### src/rtl/lsu_pkg.sv
// Package for the level set upwind update core: widths, register codes,
// reset values and the shared sideband and configuration types. No dependencies.
`timescale 1ns / 1ps
`default_nettype none
package lsu_pkg;

    localparam int DATA_W  = 32;   // Q16.16 values
    localparam int FAC_W   = 17;   // image factor, Q1.16
    localparam int STEP_W  = 20;   // step ratio, Q4.16
    localparam int PART_W  = 32;   // one-sided difference magnitude
    localparam int SQ_W    = 2 * PART_W;
    localparam int RAD_W   = SQ_W + 2;     // sum of up to four squares
    localparam int ROOT_W  = RAD_W / 2;
    localparam int PROD_W  = FAC_W + DATA_W;
    localparam int MAG_W   = PROD_W - 16;  // rounded speed magnitude
    localparam int TERM_W  = MAG_W + ROOT_W;
    localparam int TPART_W = TERM_W - 16;  // rounded term magnitude
    localparam int TOT_W   = TPART_W + 2;
    localparam int TMAG_W  = TOT_W - 1;
    localparam int TLO_W   = 26;
    localparam int THI_W   = TMAG_W - TLO_W;
    localparam int DPROD_W = STEP_W + TMAG_W;
    localparam int DMAG_W  = DPROD_W - 16;
    localparam int RES_W   = DMAG_W + 2;
    localparam int SQRT_LAT = ROOT_W;      // one root bit per stage

    localparam logic [15:0] ROUND_HALF = 16'h8000;

    localparam int CFG_ADDR_W = 3;
    localparam logic REG_BASE_SPEED = 1'b0;
    localparam logic REG_STEP_RATIO = 1'b1;
    localparam logic signed [DATA_W-1:0] BASE_SPEED_RST = 32'sd65536;
    localparam logic [STEP_W-1:0]        STEP_RATIO_RST = 20'd6554;

    typedef struct packed {
        logic signed [DATA_W-1:0] base_speed;
        logic [STEP_W-1:0]        step_ratio;
    } t_cfg;

    typedef struct packed {
        logic signed [DATA_W-1:0] centre;
        logic [MAG_W-1:0]         cs_mag;
        logic [MAG_W-1:0]         ds_mag;
        logic                     cs_pos;
        logic                     curv_pos;
    } t_side;

endpackage
`default_nettype wire

### src/rtl/lsu_sqrt.sv
// Pipelined floor square root, one root bit per stage.
// Depends on lsu_pkg.
`timescale 1ns / 1ps
`default_nettype none
module lsu_sqrt #(
    parameter int RAD_W = lsu_pkg::RAD_W
) (
    input  wire logic               i_clk,
    input  wire logic               i_en,
    input  wire logic [RAD_W-1:0]   i_rad,
    output logic [RAD_W/2-1:0]      o_root
);
    localparam int ROOT_W = RAD_W / 2;
    localparam int REM_W  = ROOT_W + 3;

    logic [REM_W-1:0]  r_rem  [ROOT_W];
    logic [ROOT_W-1:0] r_root [ROOT_W];
    logic [RAD_W-1:0]  r_rad  [ROOT_W];

    for (genvar k = 0; k < ROOT_W; k++) begin : g_stage
        logic [REM_W-1:0]  rem_in, cur, trial;
        logic [ROOT_W-1:0] root_in;
        logic [RAD_W-1:0]  rad_in;
        logic              ge;

        if (k == 0) begin : g_first
            assign rem_in  = '0;
            assign root_in = '0;
            assign rad_in  = i_rad;
        end else begin : g_next
            assign rem_in  = r_rem[k-1];
            assign root_in = r_root[k-1];
            assign rad_in  = r_rad[k-1];
        end

        // bring down two radicand bits, try root*4+1
        assign cur   = {rem_in[REM_W-3:0], rad_in[RAD_W-1:RAD_W-2]};
        assign trial = {1'b0, root_in, 2'b01};
        assign ge    = cur >= trial;

        always_ff @(posedge i_clk) begin
            if (i_en) begin
                r_rem[k]  <= ge ? cur - trial : cur;
                r_root[k] <= {root_in[ROOT_W-2:0], ge};
                r_rad[k]  <= {rad_in[RAD_W-3:0], 2'b00};
            end
        end
    end

    assign o_root = r_root[ROOT_W-1];
endmodule
`default_nettype wire

### config.mk
export PLATFORM = sky130hd
export DESIGN_NAME = lsu_sqrt
export DESIGN_NICKNAME = d
export VERILOG_FILES = /design/src/rtl/lsu_pkg.sv /design/src/rtl/lsu_sqrt.sv
export SDC_FILE = /design/constraint.sdc
export NUM_CORES = 2
export LEC_CHECK = 0
export CAP_MARGIN = 20
export CORE_MARGIN = 2
export CORE_UTILIZATION = 55
export CTS_CLUSTER_SIZE = 28
export DETAILED_ROUTE_END_ITERATION = 10
export DONT_BUFFER_PORTS = 1
export PLACE_DENSITY = 0.7
export SKIP_LAST_GASP = 1
export SYNTH_ARGS = -nofsm -noshare
export SYNTH_HDL_FRONTEND = slang
export SYNTH_MEMORY_MAX_BITS = 65536
export SYNTH_SLANG_ARGS = --single-unit
### constraint.sdc
create_clock -name i_clk -period 11 [get_ports i_clk]
set_input_delay 0.55 -clock i_clk [delete_from_list [all_inputs] [get_ports i_clk]]
set_output_delay 0.55 -clock i_clk [all_outputs]
set_load 0.01 [all_outputs]
# ---- Yosys cells after proc, flatten, opt, wreduce, memory -nomap -nowiden
# Memory sizes are Yosys's and may differ from the RTL's.
# Cells that the tools add are included.
dict set report classes {
  n_mux 35
  add_sub_neg 33
  magnitude_cmp 33
}
# op count
set ops {}
lappend ops {{36-bit 2-to-1 mux} 33}
lappend ops {{36-bit by 35-bit greater-or-equal comparator with 1-bit output} 32}
lappend ops {{36-bit by 35-bit subtractor with 36-bit output} 32}
lappend ops {{2-bit by 1-bit subtractor with 3-bit output (second input constant)} 1}
lappend ops {{2-bit by 1-bit greater-or-equal comparator with 1-bit output (second input constant)} 1}
lappend ops {{1-bit 2-to-1 mux} 2}
dict set report word_totals {
  in_bits 68
  mem_bits_rw 4389
  n_memories 3
  ff_bits 0
}
# memory depth word_bits rd rd_clocked_by_memory_dff write_ports line
set memory_table {}
lappend memory_table {r_rad 33 64 32 0 33 lsu_sqrt.sv:18} ;# logic [RAD_W-1:0] r_rad [ROOT_W];
lappend memory_table {r_rem 33 36 32 0 33 lsu_sqrt.sv:16} ;# logic [REM_W-1:0] r_rem [ROOT_W];
lappend memory_table {r_root 33 33 33 0 33 lsu_sqrt.sv:17} ;# logic [ROOT_W-1:0] r_root [ROOT_W];

# ---- Depth between registers and ports, before layout
# An unclocked memory read counts as a cell.
dict set report logic_depth {
  depth_word 3
  depth_mapped 14
}

# ---- Worst setup path before layout
# OpenSTA, ideal clock, no wires.
dict set report synth_timing {
  path_type {register to register}
  from {memory r_rem[0][684] (netlist bit)}
  to {memory r_rem[0][724] (netlist bit), data pin}
  required_time_ns 10.740
  path_stages_with_launch 11
  path_buffers 1
  setup_time_ns 0.260
  path_slack_ns 7.316
  synth_period_minus_slack_ns 3.684
  t_arrival_ns 3.424
  cell_sequence {edfxtp_1 ha_1 nor2b_1 o31a_1 o21ai_0 o211ai_1 o41ai_1 o21ai_1 a31oi_1 clkbuf_1 mux2_2}
}
# item line
set synth_lines {}
lappend synth_lines {{from (decl)} lsu_sqrt.sv:16}

==> results.md <==
- Synthesized area: 124100 um2
- Hold/Removal Path Class: input port to register
- WS Path Type: input port to register
- Main combinational cell family by area after synthesis: simple AND/OR/NAND/NOR gates
- Io pins: 101
- Routed wire length: 256900 um
- Vias in the first global route: 73.57k
- Root Driver: clkbuf_16
- Global-route wire length before repair: 401100 um
- Most frequent cell after synthesis: edfxtp_1
- Count of pins over their slew limit: 0
- Setup total negative slack: 0 ns
- Post-CTS Hold Fix Bufs: 68
- Die ar.: around 230000 um2
- Minimum setup slack after placement: approximately 5 ns
- Reg2reg setup slack: 6.28 ns
- I/O Buffers: 0
- Clock Skews: 0.06843 ns
- Starting Density: 55.27%
- Lkg Pwr: about 52 nW
- Bufs on Longest Clock Path: 4
- CTS tree: built
- WP buf/inv: 5
- Worst-Margin Slew: 1.471 ns
- Synth cell types: between 80 and 90
- Fin nets: 10.53k
- Critical-path maximum fanout: 266
- Final period utilization: 45.31%
- H-tree levels: 5
- Hold Startpoint: i_en
- Slowest-stage cell, CP: buf_16
- Min-Delay Path Depth: 1
- Yosys reg bits: 2654
- Clk sinks: ~2.7k
- Worst VDD drop: 0.0001643 V
- Cell taking the most area after synthesis: edfxtp_1
- Worst path depth: 5
- GRT overflow: 0
- Cell count after synthesis: around 9.6k
- Fraction of the mapped netlist area in adder cells: between 6 and 7%
- Yosys warns: 0
- Slowest Stage Delay on Critical Path: 0.89 ns
- Area contributors post-synth: edfxtp_1 (64%), ha_1 (6.0%), xnor2_1 (3.2%), xor2_1 (3.0%), a21oi_1 (2.3%)
- Layout area overhead: 11.12%
- Cell depth of the worst flop-to-flop path: 11
- Final HPWL DP: 181900 um
- CTS buffer count: about 300
- Req. time, crit path: 11.48 ns
- Initial DRC count: 5818
- Max-cap violation count: 0
- Die H: 478.9 um
- GP Congestion: 0.9272
- Post-synth top area share: 64.24%
- Synth Area in Compound Gates: around a tenth
- Fraction of layout cells with a size suffix above 1: 6.282%
- Post_cts resized: 0
- Syn nets: 10.30k
- Clk_lat worst skew: slightly above 0.9 ns
- XOR/XNOR Fraction of Synth Area: 6.241%
- Clk pin slew, worst setup/hold paths: approximately 0.060 ns
- Simple-gate area share of the yosys netlist: 10.06%
- Synth Flop Type: edfxtp_1
- Number of synthesized flops with an enable pin: around 2.7k
- Routed len/inst: 19.65 um
- Final hold violations: 0
- Asr flop ratio synth: 0%
- R2R Path End: r_rem[0][783]
- Total number of vias: ~75k
- Most used cell, CP: buf_16
- CP delay by family, top: buffers and inverters
- R2R Path Start: r_rem[0][720]
- Initial antenna violation count: 6
- Setup Buffers After CTS: 0
- Largest net degree at the start of global routing: 322
- Worst Path Arrival: 5.47 ns
- Final setup fails: 0
- Pwr dens: 213.9 nW/um2
- Core area: about 220000 um2
- Final setup margin: 6.016 ns
- Die W: 478.9 um
- GR Util All Layers: 22.06%
- Register area share after synthesis: 64.24%
- Startpoint class of the critical path: input port
- Max Clock Freq: 0.2007 GHz
- RSZ-0062 raised after global routing: false
- Pre-antenna DRT Iters: 6
- Post-synthesis mux area share: 0.8936%
- Critical path endpoint category: register
- Worst Hold Path EP: r_rad[0][19]
- DR vias/cell: 5.712
- Critical-path cell list: buf_16 > buf_16 > buf_16 > buf_16 > buf_16
- Status: completed
- Syn Area/Cell: between 10 and 15 um2
- Routed Antenna Nets: 0
- Top post-synthesis cells by count: edfxtp_1 (2654), inv_1 (750), nand2_1 (697)
- Drc violations: 0
- Max_slew headroom: 1.948%
- Num rows: 174
- Min Tclk post-route: 4.984 ns
==> registers in the layout, summed over array words and instances (netlist names) <==
register / count
r_rad: 1056
r_root: 561
r_rem: 1037
==> power by group <==
| part | internal, mW | total, mW | switching, mW |
|---|---|---|---|
| registers | 12.9 | 13.7 | 0.871 |
| logic | 2.60 | 6.24 | 3.63 |
| clock network | 5.66 | 9.52 | 3.86 |
==> how the worst max path moves through the flow <==
stage                  start             end  slack (ns)
2_1_floorplan  r_rem[0][684]   r_rem[0][724]        7.32
3_3_place_gp            i_en  r_rem[0][1003]        5.29
3_5_place_dp            i_en  r_rem[0][1002]        5.12
4_1_cts                 i_en   r_rem[0][994]        6.09
5_1_grt                 i_en  r_rem[0][1003]        5.67
6_report                i_en  r_rem[0][1096]        6.02
==> final cells by class <==
type,instances,area [um2]
inverters,751,2819
well taps,2992,3744
repair buffers,117,1321
clock buffers,348,7751
diodes,2,5.005
clock inverters,167,1564
flip-flops and latches,2654,79700
fillers,17090,86610
multi-input cells,6039,40950
==> cell families (layout without fill, tap and decap cells) <==
kind of cell	Yosys count	after routing
flip-flops	2654	2654
AND/OR/NAND/NOR	2525	2525
AO/OA/AOI/OAI	1934	1934
buffers and inverters	944	1383
XOR/XNOR	884	884
adder cells (fa/ha/maj)	596	596
multiplexers	99	99
other	1	3
==> layer usage <==
layer / up-vias / global-route usage [%] / share of wire, %
met5: - / 0 / 0
met4: 0 / 8.165 / 3.7
met3: 503 / 2.773 / 3.8
met2: 1701 / 38.76 / 51
met1: 36230 / 28.00 / 42
li1: 36210 / - / -
==> placed cells by master, fill, tap and decap left out, drive strengths merged, types with 69 or more instances in the layout <==
| cell type | count |
|---|---|
| edfxtp | 2654 |
| inv | 756 |
| nand2 | 697 |
| ha | 596 |
| nor2 | 572 |
| a21oi | 566 |
| o21ai | 541 |
| xnor2 | 459 |
| xor2 | 425 |
| clkbuf | 348 |
| nor3 | 247 |
| a21o | 231 |
| nand3 | 157 |
| nor4 | 132 |
| clkinv | 120 |
| nand2b | 116 |
| nand4 | 110 |
| mux2 | 94 |
| or3 | 93 |
| o21a | 92 |
| nor2b | 85 |
| or4 | 70 |
| a211oi | 69 |
==> stage by stage <==
step	instance area, um2	hold WS (ns)	util (%)	power (mW)	std cells
finish	137900	0.08441	61.41	29.48	13070
global route	137800	0.08382	61.41	30.94	13070
CTS	137800	0.04762	61.38	29.72	13060
detailed placement	127800	0.4045	56.92	20.09	12480
global placement	127800	0.4000	56.92	19.98	12480
floorplan	124100	0.4003	-	18.12	9637
(Power assumes the default switching activity.)
