<file path="config.mk">
export PLATFORM = sky130hd
export DESIGN_NAME = lsu_cfg
export DESIGN_NICKNAME = d
export VERILOG_FILES = /design/src/rtl/lsu_pkg.sv /design/src/rtl/lsu_cfg.sv
export SDC_FILE = /design/constraint.sdc
export NUM_CORES = 1
export LEC_CHECK = 0
export BUFFER_PORTS_ARGS = -buffer_cell sky130_fd_sc_hd__buf_2
export CAP_MARGIN = 20
export CELL_PAD_IN_SITES_DETAIL_PLACEMENT = 1
export CELL_PAD_IN_SITES_GLOBAL_PLACEMENT = 2
export CORE_ASPECT_RATIO = 1.75
export CORE_UTILIZATION = 23
export DETAILED_ROUTE_END_ITERATION = 6
export GPL_TIMING_DRIVEN = 0
export PLACE_DENSITY = 0.83
export SYNTH_ARGS = -nofsm -noshare
export SYNTH_HDL_FRONTEND = slang
export SYNTH_SLANG_ARGS = --single-unit
export TNS_END_PERCENT = 5
</file>
<file path="constraint.sdc">
create_clock -name i_clk -period 1.25 [get_ports i_clk]
set_clock_uncertainty 0.1 [all_clocks]
set_input_delay 0.3125 -clock i_clk [delete_from_list [all_inputs] [get_ports i_clk]]
set_output_delay 0.3125 -clock i_clk [all_outputs]
set_load 0.02 [all_outputs]
</file>
<file path="src/rtl/lsu_pkg.sv">
// Package for the level set upwind update core: widths, register codes,
// reset values and the shared sideband and configuration types. No dependencies.
`timescale 1ns / 1ps
`default_nettype none
package lsu_pkg;

    localparam int DATA_W  = 32;   // Q16.16 values
    localparam int FAC_W   = 17;   // image factor, Q1.16
    localparam int STEP_W  = 20;   // step ratio, Q4.16
    localparam int PART_W  = 32;   // one-sided difference magnitude
    localparam int SQ_W    = 2 * PART_W;
    localparam int RAD_W   = SQ_W + 2;     // sum of up to four squares
    localparam int ROOT_W  = RAD_W / 2;
    localparam int PROD_W  = FAC_W + DATA_W;
    localparam int MAG_W   = PROD_W - 16;  // rounded speed magnitude
    localparam int TERM_W  = MAG_W + ROOT_W;
    localparam int TPART_W = TERM_W - 16;  // rounded term magnitude
    localparam int TOT_W   = TPART_W + 2;
    localparam int TMAG_W  = TOT_W - 1;
    localparam int TLO_W   = 26;
    localparam int THI_W   = TMAG_W - TLO_W;
    localparam int DPROD_W = STEP_W + TMAG_W;
    localparam int DMAG_W  = DPROD_W - 16;
    localparam int RES_W   = DMAG_W + 2;
    localparam int SQRT_LAT = ROOT_W;      // one root bit per stage

    localparam logic [15:0] ROUND_HALF = 16'h8000;

    localparam int CFG_ADDR_W = 3;
    localparam logic REG_BASE_SPEED = 1'b0;
    localparam logic REG_STEP_RATIO = 1'b1;
    localparam logic signed [DATA_W-1:0] BASE_SPEED_RST = 32'sd65536;
    localparam logic [STEP_W-1:0]        STEP_RATIO_RST = 20'd6554;

    typedef struct packed {
        logic signed [DATA_W-1:0] base_speed;
        logic [STEP_W-1:0]        step_ratio;
    } t_cfg;

    typedef struct packed {
        logic signed [DATA_W-1:0] centre;
        logic [MAG_W-1:0]         cs_mag;
        logic [MAG_W-1:0]         ds_mag;
        logic                     cs_pos;
        logic                     curv_pos;
    } t_side;

endpackage
`default_nettype wire

</file>
<file path="src/rtl/lsu_cfg.sv">
// APB register file: base speed and step ratio.
// Depends on lsu_pkg.
`timescale 1ns / 1ps
`default_nettype none
module lsu_cfg (
    input  wire logic                          i_clk,
    input  wire logic                          i_rst_n,
    input  wire logic                          psel,
    input  wire logic                          penable,
    input  wire logic                          pwrite,
    input  wire logic [lsu_pkg::CFG_ADDR_W-1:0] paddr,
    input  wire logic [31:0]                   pwdata,
    output logic [31:0]                        prdata,
    output logic                               pready,
    output lsu_pkg::t_cfg                      o_cfg
);
    lsu_pkg::t_cfg r_cfg;
    logic          wr;

    assign pready = 1'b1;
    assign wr     = psel && penable && pwrite;
    assign o_cfg  = r_cfg;

    always_ff @(posedge i_clk) begin
        if (!i_rst_n) begin
            r_cfg.base_speed <= lsu_pkg::BASE_SPEED_RST;
            r_cfg.step_ratio <= lsu_pkg::STEP_RATIO_RST;
        end else if (wr) begin
            case (paddr[2])
                lsu_pkg::REG_BASE_SPEED: r_cfg.base_speed <= pwdata;
                lsu_pkg::REG_STEP_RATIO: r_cfg.step_ratio <= pwdata[lsu_pkg::STEP_W-1:0];
                default: ;
            endcase
        end
    end

    always_comb begin
        case (paddr[2])
            lsu_pkg::REG_BASE_SPEED: prdata = r_cfg.base_speed;
            lsu_pkg::REG_STEP_RATIO: prdata = 32'(r_cfg.step_ratio);
            default:                 prdata = '0;
        endcase
    end
endmodule
`default_nettype wire

</file>
# Word-level counts from Yosys, hierarchy flattened

Cells that the tools add are included.

Reduce and logical (&&, ||, !) cells: 4
Bitwise gates (word level): 1
Muxes and demuxes: 1

Operators by type and width:

| kind                | number |
|---|---|
| $pmux W32 S2        | 1 |
| $reduce_and A2 Y1   | 2 |
| $logic_and A1 B1 Y1 | 2 |
| $not A1 Y1          | 1 |

Logic and storage cells: 8
Bits of input ports: 40
Register bits after elaboration: 52

# Longest topological paths before layout

Gate-level depths: netlist of the first run.

Depth in word-level cells: 3
Depth in mapped cells: 5
Gate-level depth less buffers: 2

# Worst setup path before layout of the first run

No wires, ideal clock.

Kind: input to output
Start point: in paddr[2] (netlist name)
End point: out prdata[10]
Data required time: 837 ps
Data arrival time: 1,010 ps
Cell stages on the path: 3
Buffers on the path: 2
Path slack: -173 ps
Path through: buf_6 -> buf_2 -> mux2_2

Word-level cells in the longest chain between the ends: 2

RTL lines:

| item             | RTL line      | source |
|---|---|---|
| start, declared  | lsu_cfg.sv:11 | `input wire logic [lsu_pkg::CFG_ADDR_W-1:0] paddr,` |
| $not A1 Y1       | -             |  |
| $pmux W32 S2 (*) | lsu_cfg.sv:38 | `case (paddr[2])` |
| end, declared    | lsu_cfg.sv:13 | `output logic [31:0] prdata,` |

Every way passes the cells marked *; elsewhere a longest branch is shown, timed or not.

# Final worst setup path of the first run

Start point: reg r_cfg (netlist bit o_cfg[30])
End point: out prdata[10]

Word-level cells in the longest chain between the ends: 1

RTL lines:

| item            | RTL line      | source |
|---|---|---|
| start, declared | lsu_cfg.sv:17 | `lsu_pkg::t_cfg r_cfg;` |
| $pmux W32 S2    | lsu_cfg.sv:38 |  |

Every way passes these cells.

==> summary.md, run 1 <==
| Metric | Value |
|---|---|
| Status | `finished with violations` |
| Failing checks | `negative setup slack` |
| R2r setup slk | `around 0.44 ns` |
| Vias in the first global route | `between 2,000 and 2,500` |
| Layout area overhead | `60.3%` |
| Most frequent cells in the layout | `nand2_1, buf_2, mux2i_1, dfxtp_2, buf_4` |
| CTS tree | `built` |
| First-pass GRT wire length | `12,100 um` |
| Yosys top cell by area | `dfxtp_1` |
| Fin area | `between 3000 and 4000 sq um` |
| Dominant cells by area after synthesis | `dfxtp_1, mux2i_1, nand2_1` |
| Remaining DRCs | `0` |
| GR Overflow Total | `0` |
| Slew @ Worst Pin | `roughly 0.57 ns` |
| Wirelength per Cell | `roughly 16 um` |
| PwrDens | `between 900 and 1000 nW/um^2` |
| Worst Hold Endpoint | `o_cfg[44]$_SDFFE_PN0P_` |
| Die area | `between 10,000 and 15,000 sq um` |
| Fraction of layout cells with a size suffix above 1 | `between 50% and 60%` |
| Max-slew headroom | `between 60 and 70%` |
| Via/cell ratio | `4.39` |
| Worst r2r src | `o_cfg[36]$_SDFFE_PN1P_` |
| Final min period | `between 1 and 1.5 ns` |
| Busiest grt layer | `met2` |
| Final setup violation count | `36` |
| Post-synth top area share | `a little over two fifths` |
| RSZ-0062 raised after global routing | `yes` |
| Tcrit/Tclk final | `116%` |
| Clk pin slew, worst setup/hold paths | `about 0.080 ns` |
| CP Max Fanout | `3` |
| Width of the die | `79.5 um` |
| Largest register FFs | `52` |
| Clk buf depth | `2` |
| Max Cap Violations | `0` |
| Sequential area share after synthesis | `43.1%` |
| N_diodes | `0` |
| Port Buffers | `119` |
| Total Power | `between 3 and 4 mW` |
| Initial antenna violation count | `0` |
| NumNets Final | `424` |
| Hold path start | `pwdata[24]` |
| Most common cell after layout, fill and taps aside | `nand2_1` |
| Startpoint types | `flip-flop` |
| Syn Inst Count | `around 250` |
| H-Tree Depth | `2` |
| Via count | `around 2,200` |
| Detailed Routing Iterations Pass 1 | `4` |
| Syn Nets | `about 290` |
| Met3 usage | `between 2 and 3%` |
| Post-route setup slack | `-0.203 ns` |
| Final setup TNS | `-4.71 ns` |
| Filler instances | `between 1,000 and 1,500` |
| Worst Path Required | `0.84 ns` |
| Hold path depth | `3` |
| # IOs | `between 100 and 150` |
| Hold Slack | `roughly 0.14 ns` |
| Worst R2R End | `o_cfg[36]$_SDFFE_PN1P_` |
| Crit. End Element | `output pin` |
| Dpl ws | `-0.266 ns` |
| All-Layer GR Usage | `15.0%` |
| Critical path type | `reg2out` |
| Largest net degree at the start of global routing | `17` |
| Initial Util | `23.6%` |
| HP Class | `in2reg` |
| Hpwl dp | `~6000 um` |
| Average size of a mapped cell | `approximately 9.5 sq um` |
| Core area | `10,200 sq um` |
| Flops & latches, synth | `between 50 and 60` |
| Routability cong. | `roughly 0.65` |
| Final ANT Viol Nets | `0` |
| CP arrival | `1.04 ns` |
| Met2 Usage GRT | `just under 30%` |
| Clk root buf | `clkbuf_16` |
| Peak Freq | `roughly 0.7 GHz` |
| Synth unique cells | `14` |
| Placed cell area | `about 3300 sq um` |
| Lkg Pwr | `1.77 nW` |
| Cell area after technology mapping | `between 2000 and 2500 sq um` |
| Clock Latency Late Sink | `between 0.2 and 0.3 ns` |
| # rows | `a little under 50` |
| GR Util met1 | `between 15 and 20%` |
| Worst reg-to-reg path cell count | `3` |
| Initial DRC count | `44` |
| Fin. Hold Viols | `0` |
| Yosys Warn Count | `0` |
| Die height | `around 140 um` |
| Worst IR Drop VDD | `about 0.5 mV` |
| Total wire length | `around 8200 um` |
| Num CTS Buffers | `5` |
| Clk sinks | `52` |
| Final Max Tran Viols | `0` |
## metal layers
metal,wire [um],share of wire (%)
met1,3080,37
met2,4670,57
met3,370,4.5
met4,94,1.1
met5,0,0
## where the power goes
group / total, mW / leakage (nW) / internal, mW / switching, mW
clock: 1.45 / 0.0691 / 0.798 / 0.650
combinational: 0.597 / 1.27 / 0.282 / 0.314
sequential: 1.73 / 0.437 / 1.70 / 0.0295
total: 3.77 / 1.77 / 2.78 / 0.994
## final cells by class
class                           instances  area, sq um  share of cell area, %
Tap cell                              127          159                   4.10
Timing Repair Buffer                  124          887                   22.9
Buffer                                 21          204                   5.26
Sequential cell                        52         1090                   28.1
Clock buffer                            6          139                   3.59
Clock inverter                          2         15.0                  0.388
Multi-Input combinational cell        180         1380                   35.6
## what timing repair did
action	in CTS	in global routing
setup endpoints to repair	62	73
buffers inserted	2	3
resized for setup	79	70
hold buffers	0	0
hold endpoints to repair	0	0
## metrics by stage
stage / std cells / utilization, %
after floorplan: 253 / -
after global placement: 499 / 32.1
after detailed placement: 499 / 32.1
after CTS: 509 / 36.0
after global routing: 512 / 37.8
final: 512 / 37.8
## worst max-delay path, stage by stage (launching register included)
cell and delay, ns:
dfxtp_2 0.34, mux2_4 0.26, buf_2 0.16
## how the worst max path moves through the flow
| stage | startpoint | endpoint | slack, ns | depth (start not counted) |
|---|---|---|---|---|
| 6_report | o_cfg[30]$_SDFFE_PN0P_ | prdata[10] | -0.20 | 2 |
| 5_1_grt | o_cfg[26]$_SDFFE_PN0P_ | prdata[6] | -0.23 | 2 |
| 4_1_cts | o_cfg[35]$_SDFFE_PN0P_ | prdata[15] | -0.22 | 2 |
| 3_5_place_dp | i_rst_n | o_cfg[8]$_SDFFE_PN1P_ | -0.27 | 4 |
| 3_3_place_gp | paddr[2] | prdata[19] | -0.25 | 4 |
| 2_1_floorplan | paddr[2] | prdata[10] | -0.06 | 3 |
## Yosys cell counts
cell,number
and4b_1,1
mux2_2,20
clkbuf_1,8
buf_8,3
dfxtp_1,52
nor2b_1,28
buf_2,7
nand4_1,1
and4_1,1
conb_1,1
buf_6,2
buf_4,1
nand2_1,76
mux2i_1,52
## cell families after synthesis
kind of cell	synth area share, %
simple gates	20.1
buf+inv	5.80
other cells	0.155
mux	30.9
flops	43.1
Power figures use the tool's default switching activity.
==> inputs of run 2 (changes only) <==
--- a/config.mk
+++ b/config.mk
@@ -5,15 +5,16 @@
 export SDC_FILE = /design/constraint.sdc
 export NUM_CORES = 1
 export LEC_CHECK = 0
+export ABC_AREA = 1
 export BUFFER_PORTS_ARGS = -buffer_cell sky130_fd_sc_hd__buf_2
 export CAP_MARGIN = 20
 export CELL_PAD_IN_SITES_DETAIL_PLACEMENT = 1
 export CELL_PAD_IN_SITES_GLOBAL_PLACEMENT = 2
 export CORE_ASPECT_RATIO = 1.75
-export CORE_UTILIZATION = 23
+export CORE_UTILIZATION = 19
 export DETAILED_ROUTE_END_ITERATION = 6
 export GPL_TIMING_DRIVEN = 0
-export PLACE_DENSITY = 0.83
+export PLACE_DENSITY = 0.81
 export SYNTH_ARGS = -nofsm -noshare
 export SYNTH_HDL_FRONTEND = slang
 export SYNTH_SLANG_ARGS = --single-unit
==> run 2 against run 1 <==
The flow still finishes with violations (negative setup slack); final area is 10% higher; power is 15% higher; synthesized cell count is 59% higher; via count is 32% higher; first-iteration DRC count grew to 2.9 times the previous value; non-clock buffer count is 6 higher; largest cell class unchanged.
==> summary.md, run 2 <==
| Metric | Value |
|---|---|
| Routability cong. | `0.770 (+19%)` |
| Slew @ Worst Pin | `0.659 ns (+0.0865 ns)` |
| RSZ-0062 raised after global routing | `yes` |
| Dpl ws | `-0.602 ns (-0.336 ns)` |
| Peak Freq | `0.716 GHz (+4.0%)` |
| Syn Nets | `443 (+51%)` |
| Worst reg-to-reg path cell count | `2 (-1)` |
| Crit path buf inv count | `4 (+3)` |
| Vias in the first global route | `3,168 (+36%)` |
| Hold path start | `pwdata[16]` |
| Worst r2r src | `o_cfg[14]$_SDFFE_PN0P_` |
| Crit. End Element | `output pin` |
| Total Power | `4.34 mW (+15%)` |
| PwrDens | `1020 nW/um^2 (+4.6%)` |
| # IOs | `125 (unchanged)` |
| Max incr delay on CP | `0.17 ns (-0.17 ns)` |
| Detailed Routing Iterations Pass 1 | `4 (unchanged)` |
| Met3 usage | `1.79% (-1.1 points)` |
| Hold path depth | `3 (unchanged)` |
| Fin. Hold Viols | `0 (unchanged)` |
| Post-synth EDFFs | `0 (unchanged)` |
| Lkg Pwr | `2.09 nW (+18%)` |
| NumNets Final | `575 (+36%)` |
| # rows | `54 (+10%)` |
| Most common cell after layout, fill and taps aside | `nor2_1` |
| Max-slew headroom | `56.1% (-5.8 points)` |
| CTS tree | `built` |
| Hold Slack | `0.145 ns (+0.00343 ns)` |
| Yosys Warn Count | `0 (unchanged)` |
| Count of hold-fix buffers inserted at cts | `0 (unchanged)` |
| Most numerous cell on the critical path | `buf_12` |
| Final ANT Viol Nets | `0 (unchanged)` |
| Cell area after technology mapping | `2460 sq um (+1.8%)` |
| Clk pin slew, worst setup/hold paths | `0.07 ns (about the same)` |
| Clk buf depth | `2 (unchanged)` |
| Width of the die | `88.0 um (+11%)` |
| Startpoint types | `input port` |
| Post-synth top cells | `nand2_1, nor2_1, nand3_1` |
| Core area | `12,600 sq um (+23%)` |
| Remaining DRCs | `0 (unchanged)` |
| Filler instances | `1,622 (+37%)` |
| Yosys top cell by area | `dfxtp_1` |
| Fraction of layout cells with a size suffix above 1 | `47.4% (-9.5 points)` |
| Synth unique cells | `14 (unchanged)` |
| CP arrival | `0.98 ns (-0.06 ns)` |
| Largest register FFs | `52 (unchanged)` |
| Final Max Tran Viols | `0 (unchanged)` |
| Clk sinks | `52 (unchanged)` |
| CP Max Fanout | `8 (+5)` |
| GR Overflow Total | `0 (unchanged)` |
| All-Layer GR Usage | `15.9% (+0.87 points)` |
| Critical path type | `in2out` |
| Final min period | `1.40 ns (-0.0563 ns)` |
| First-pass GRT wire length | `16,100 um (+33%)` |
| Port Buffers | `120 (+0.84%)` |
| Tcrit/Tclk final | `112% (-4.5 points)` |
| Most numerous cell in the Yosys netlist | `nand2_1` |
| CP Cell Sequence | `buf_12 > buf_12 > clkbuf_16 > nand2_4 > nand2_2 > buf_6` |
| Dominant cells by area after synthesis | `dfxtp_1, nand2_1, nor2_1` |
| WP depth | `6 (+4)` |
| Fin area | `4260 sq um (+10%)` |
| Status | `finished with violations` |
| Initial Util | `19.6% (-4.0 points)` |
| Slowest-stage cell, CP | `clkbuf_16` |
| Busiest grt layer | `met2` |
| Average size of a mapped cell | `6.10 sq um (-36%)` |
| Flops & latches, synth | `52 (unchanged)` |
| Num CTS Buffers | `5 (unchanged)` |
| Top_reg_cell synth | `dfxtp_1` |
| Die height | `152 um (+11%)` |
| Clock Latency Late Sink | `0.29 ns (about the same)` |
| Syn Inst Count | `403 (+59%)` |
| Multi-input logic area | `1330 sq um (-3.8%)` |
| H-Tree Depth | `2 (unchanged)` |
| Placed cell area | `3400 sq um (+3.3%)` |
| Die area | `13,400 sq um (+23%)` |
| Total wire length | `10,500 um (+28%)` |
| Layout area overhead | `73.3%` |
| Layout Cells excl Fill | `705 (+38%)` |
| Ys async rst share | `0% (unchanged)` |
| Failing checks | `negative setup slack` |
| Post-route setup slack | `-0.147 ns (+0.0563 ns)` |
| Initial antenna violation count | `1 (+1)` |
| Hpwl dp | `7880 um (+31%)` |
| Sequential area share after synthesis | `42.3% (-0.75 points)` |
| Register Area | `1110 sq um (+2.0%)` |
| Cells after DPL | `691 (+38%)` |
| Initial DRC count | `127 (+190%)` |
| Post-synth top area share | `42.3% (-0.75 points)` |
| Via count | `2,958 (+32%)` |
| Met2 Usage GRT | `31.3% (+1.6 points)` |
| HP Class | `in2reg` |
| Top delay family on crit path | `buffers and inverters` |
| Wirelength per Cell | `14.9 um (-7.3%)` |
| Via/cell ratio | `4.20 (-4.4%)` |
| Largest net degree at the start of global routing | `16 (-1)` |
| Max Cap Violations | `0 (unchanged)` |
| GR Util met1 | `16.0% (+0.61 points)` |
| Crit path from | `paddr[2]` |
| Worst IR Drop VDD | `0.511 mV (+3.5%)` |
| Most frequent cells in the layout | `nor2_1, nand2_1, buf_4, nand3_1, dfxtp_2` |
| Worst Path Required | `0.84 ns (about the same)` |
| Clk root buf | `clkbuf_16` |
| Final setup violation count | `32 (-11%)` |
## run 2: cell types whose count changed after synthesis, sizes merged, moves of 20 or more
cell,previous run,this run
inv,0,46
nor2,0,103
nand3,0,53
nor2b,28,0
mux2,20,0
mux2i,52,0
nand2,76,121
## run 2: path summary, 6_finish.rpt
kind	end	slack, ns
worst max register to register	o_cfg[14]$_SDFFE_PN0P_	0.51
worst min register to register	o_cfg[11]$_SDFFE_PN1P_	0.39
worst max-delay path	prdata[19]	-0.15
worst min-delay path	o_cfg[36]$_SDFFE_PN1P_	0.15
## run 2: logic make-up after synthesis
logic type | count (synthesis) | share of synthesized area [%]
buffers and inverters | 72 | 11.9
flip-flops | 52 | 42.3
other | 1 | 0.153
AO/OA/AOI/OAI | 1 | 0.203
AND/OR/NAND/NOR | 277 | 45.4
## run 2: final cells by class
type,instances,area share (%)
inverter,46,4.17
antenna,1,0.0587
timing repair buffer,125,24.0
tap,168,4.93
clock buffer,7,3.58
buffer,26,5.37
multi-input combinational,279,31.2
clock inverter,1,0.705
sequential,52,26.1
## run 2: per-layer routing
metal,part of all wire (%),up-vias
met5,0,-
met4,1.9,0
met3,3.2,12
met2,59,77
met1,36,1411
li1,-,1458
## run 2: per-stage QoR
| stage | utilization (%) | setup TNS [ns] |
|---|---|---|
| after floorplan | - | -0.796 |
| after global routing | 33.9 | -4.61 |
| after detailed placement | 27.0 | -27.41 |
| after global placement | 27.0 | -24.30 |
| final | 33.9 | -3.84 |
| after CTS | 31.7 | -4.34 |
## run 2: worst reg2reg max path: stages, from the launching register on
cell     delay, ns
dfxtp_2       0.34
nor2_1        0.13
nor2_1        0.06
## run 2: report_power, final
part | switching (mW) | total [mW] | internal, mW
Clock | 0.640 | 1.70 | 1.06
Combinational | 0.497 | 0.869 | 0.372
Sequential | 0.0560 | 1.78 | 1.72
Total | 1.19 | 4.34 | 3.15
## run 2: repair_timing
action | CTS | global route
setup buffers | 2 | 1
pin swaps | 0 | 9
gates resized for setup | 134 | 93
endpoints found under the setup margin | 71 | 73
cloned | 1 | 1
==> inputs of run 3 (changes only) <==
==> constraint.sdc (replaced) <==
create_clock -name i_clk -period 1.15 [get_ports i_clk]
set_clock_uncertainty 0.1 [all_clocks]
set_input_delay 0.2875 -clock i_clk [delete_from_list [all_inputs] [get_ports i_clk]]
set_output_delay 0.2875 -clock i_clk [all_outputs]
set_load 0.02 [all_outputs]
==> run 3 against run 2 <==
The flow still finishes with violations (negative setup slack); setup slack worse by 0.037 ns; global-route usage is 0.70 points higher; first-iteration DRC count is 39% lower; clock power hardly changed; hold slack worse by 0.028 ns; combinational power is 20% higher; register-to-register slack worse by 0.17 ns; power is 7.9% higher; largest cell class is now buffers.
==> summary.md, run 3 (synthesis results as in run 2) <==
| Metric | Value |
|---|---|
| Via/cell ratio | `4.20 (+0.12%)` |
| CP Max Fanout | `6 (-2)` |
| Hpwl dp | `7900 um (+0.19%)` |
| Startpoint types | `input port` |
| Clk buf depth | `2 (unchanged)` |
| Failing checks | `negative setup slack` |
| Worst IR Drop VDD | `0.510 mV (-0.23%)` |
| Clk sinks | `52 (unchanged)` |
| Max Cap Violations | `0 (unchanged)` |
| Hold Slack | `0.117 ns (-0.0279 ns)` |
| RSZ-0062 raised after global routing | `yes` |
| Fin area | `4640 sq um (+9.0%)` |
| Vias in the first global route | `3,156 (-0.38%)` |
| Clock Latency Late Sink | `0.29 ns (about the same)` |
| Initial DRC count | `78 (-39%)` |
| Crit path from | `paddr[2]` |
| Wirelength per Cell | `15.5 um (+4.3%)` |
| Status | `finished with violations` |
| First-pass GRT wire length | `16,700 um (+3.7%)` |
| Total wire length | `11,000 um (+5.3%)` |
| Final ANT Viol Nets | `0 (unchanged)` |
| Met2 wire len | `6490 um (+4.8%)` |
| Slew @ Worst Pin | `0.653 ns (-0.00595 ns)` |
| Worst R2R End | `o_cfg[47]$_SDFFE_PN0P_` |
| Cells after DPL | `691 (unchanged)` |
| Layout area overhead | `88.9%` |
| Peak Freq | `~0.75 GHz` |
| GR Overflow Total | `0 (unchanged)` |
| DR WL met3 | `390 um (+17%)` |
| Remaining DRCs | `0 (unchanged)` |
| Fin. Hold Viols | `0 (unchanged)` |
| Num CTS Buffers | `5 (unchanged)` |
| Post-route setup slack | `-0.184 ns (-0.0368 ns)` |
| Largest register FFs | `52 (unchanged)` |
| Port Buffers | `120 (unchanged)` |
| R2r setup slk | `0.34 ns (-0.17 ns)` |
| CP arrival | `0.95 ns (-0.03 ns)` |
| Tcrit/Tclk final | `116%` |
| Most common cell after layout, fill and taps aside | `nor2_1` |
| Placed cell area | `3430 sq um (+0.92%)` |
| Worst r2r src | `o_cfg[47]$_SDFFE_PN0P_` |
| Fraction of layout cells with a size suffix above 1 | `50.0% (+2.6 points)` |
| Max layer used | `met4` |
| Worst Path Required | `0.76 ns (-0.08 ns)` |
| Most frequent cells in the layout | `nor2_1, nand2_1, buf_6, nand3_1, buf_2` |
| Lkg Pwr | `2.26 nW (+7.8%)` |
| Die height | `152 um (unchanged)` |
| Crit. End Element | `output pin` |
| Max-slew headroom | `56.5% (+0.40 points)` |
| NumNets Final | `581 (+1.0%)` |
| Routability cong. | `0.772 (+0.25%)` |
| HP Class | `in2reg` |
| Final Max Tran Viols | `0 (unchanged)` |
| Largest net degree at the start of global routing | `17 (+1)` |
| # IOs | `125 (unchanged)` |
| Clk pin slew, worst setup/hold paths | `0.07 ns (about the same)` |
| Filler instances | `1,575 (-2.9%)` |
| CTS tree | `built` |
| PwrDens | `1010 nW/um^2 (-0.96%)` |
| Met1 Wirelength | `3950 um (+5.1%)` |
| Core area | `12,600 sq um (unchanged)` |
| Detailed Routing Iterations Pass 1 | `4 (unchanged)` |
| Via count | `2,991 (+1.1%)` |
| # rows | `54 (unchanged)` |
| H-Tree Depth | `2 (unchanged)` |
| Layout Cells excl Fill | `712 (+0.99%)` |
| All-Layer GR Usage | `16.6% (+0.70 points)` |
| Initial Util | `19.6% (unchanged)` |
| Width of the die | `88.0 um (unchanged)` |
| Final setup violation count | `83 (+160%)` |
| Worst reg-to-reg path cell count | `3 (+1)` |
| Final min period | `~1.3 ns` |
| Clk root buf | `clkbuf_16` |
| Initial antenna violation count | `2 (+1)` |
| CP Capture Point | `prdata[16]` |
| Critical path type | `in2out` |
| Die area | `13,400 sq um (unchanged)` |
-- run 3: worst min path at each step --
stage,startpoint,to,slack (ns),depth (start not counted)
2_1_floorplan,pwdata[16],o_cfg[36]$_SDFFE_PN1P_,0.31,2
3_3_place_gp,o_cfg[7]$_SDFFE_PN1P_,o_cfg[7]$_SDFFE_PN1P_,0.37,2
3_5_place_dp,o_cfg[8]$_SDFFE_PN1P_,o_cfg[8]$_SDFFE_PN1P_,0.38,2
4_1_cts,pwdata[7],o_cfg[7]$_SDFFE_PN1P_,0.12,3
5_1_grt,pwdata[7],o_cfg[7]$_SDFFE_PN1P_,0.12,3
6_report,pwdata[7],o_cfg[7]$_SDFFE_PN1P_,0.12,3
-- run 3: layout make-up --
cell class	count	area [sq um]	share of cell area, %
diodes	2	5.00	0.108
repair buffers	131	1260	27.0
clock inverters	3	42.5	0.916
plain buffers	26	249	5.36
inverters	46	180	3.88
well taps	168	210	4.53
flip-flops and latches	52	1160	25.1
multi-input cells	279	1410	30.4
clock buffers	5	125	2.69
-- run 3: routing by layer --
metal  global-route usage [%]  vias to the layer above
met2                     33.2                       78
met3                     2.33                       11
met4                     6.40                        0
met1                     16.1                     1424
met5                        0                        -
li1                         -                     1478
-- run 3: metrics by stage --
step	power, mW	TNS, ns	worst slack, ns	utilization [%]
2_1_floorplan	2.42	-0.0461	-0.00577	-
3_3_place_gp	2.71	-24.10	-0.444	27.3
3_5_place_dp	2.73	-26.61	-0.454	27.3
4_1_cts	4.72	-6.59	-0.176	35.6
5_1_grt	4.87	-8.19	-0.197	36.9
6_report	4.69	-6.21	-0.184	37.0
-- run 3: critical path, cell delays in order --
cell,delay [ns]
buf_12,0.12
buf_12,0.15
buf_12,0.15
nand2_4,0.06
nand2_4,0.05
buf_6,0.13
-- run 3: what timing repair did --
action,in CTS,in global routing
cloned,2,2
endpoints found under the setup margin,94,132
pin swaps,26,11
gates resized for setup,280,44
hold buffers,0,0
buffers inserted,2,5
-- run 3: power breakdown --
part           total [mW]  internal (mW)  switching, mW
clock                1.73           1.02          0.710
sequential           1.92           1.84         0.0779
combinational        1.04          0.469          0.568
total                4.69           3.33           1.36
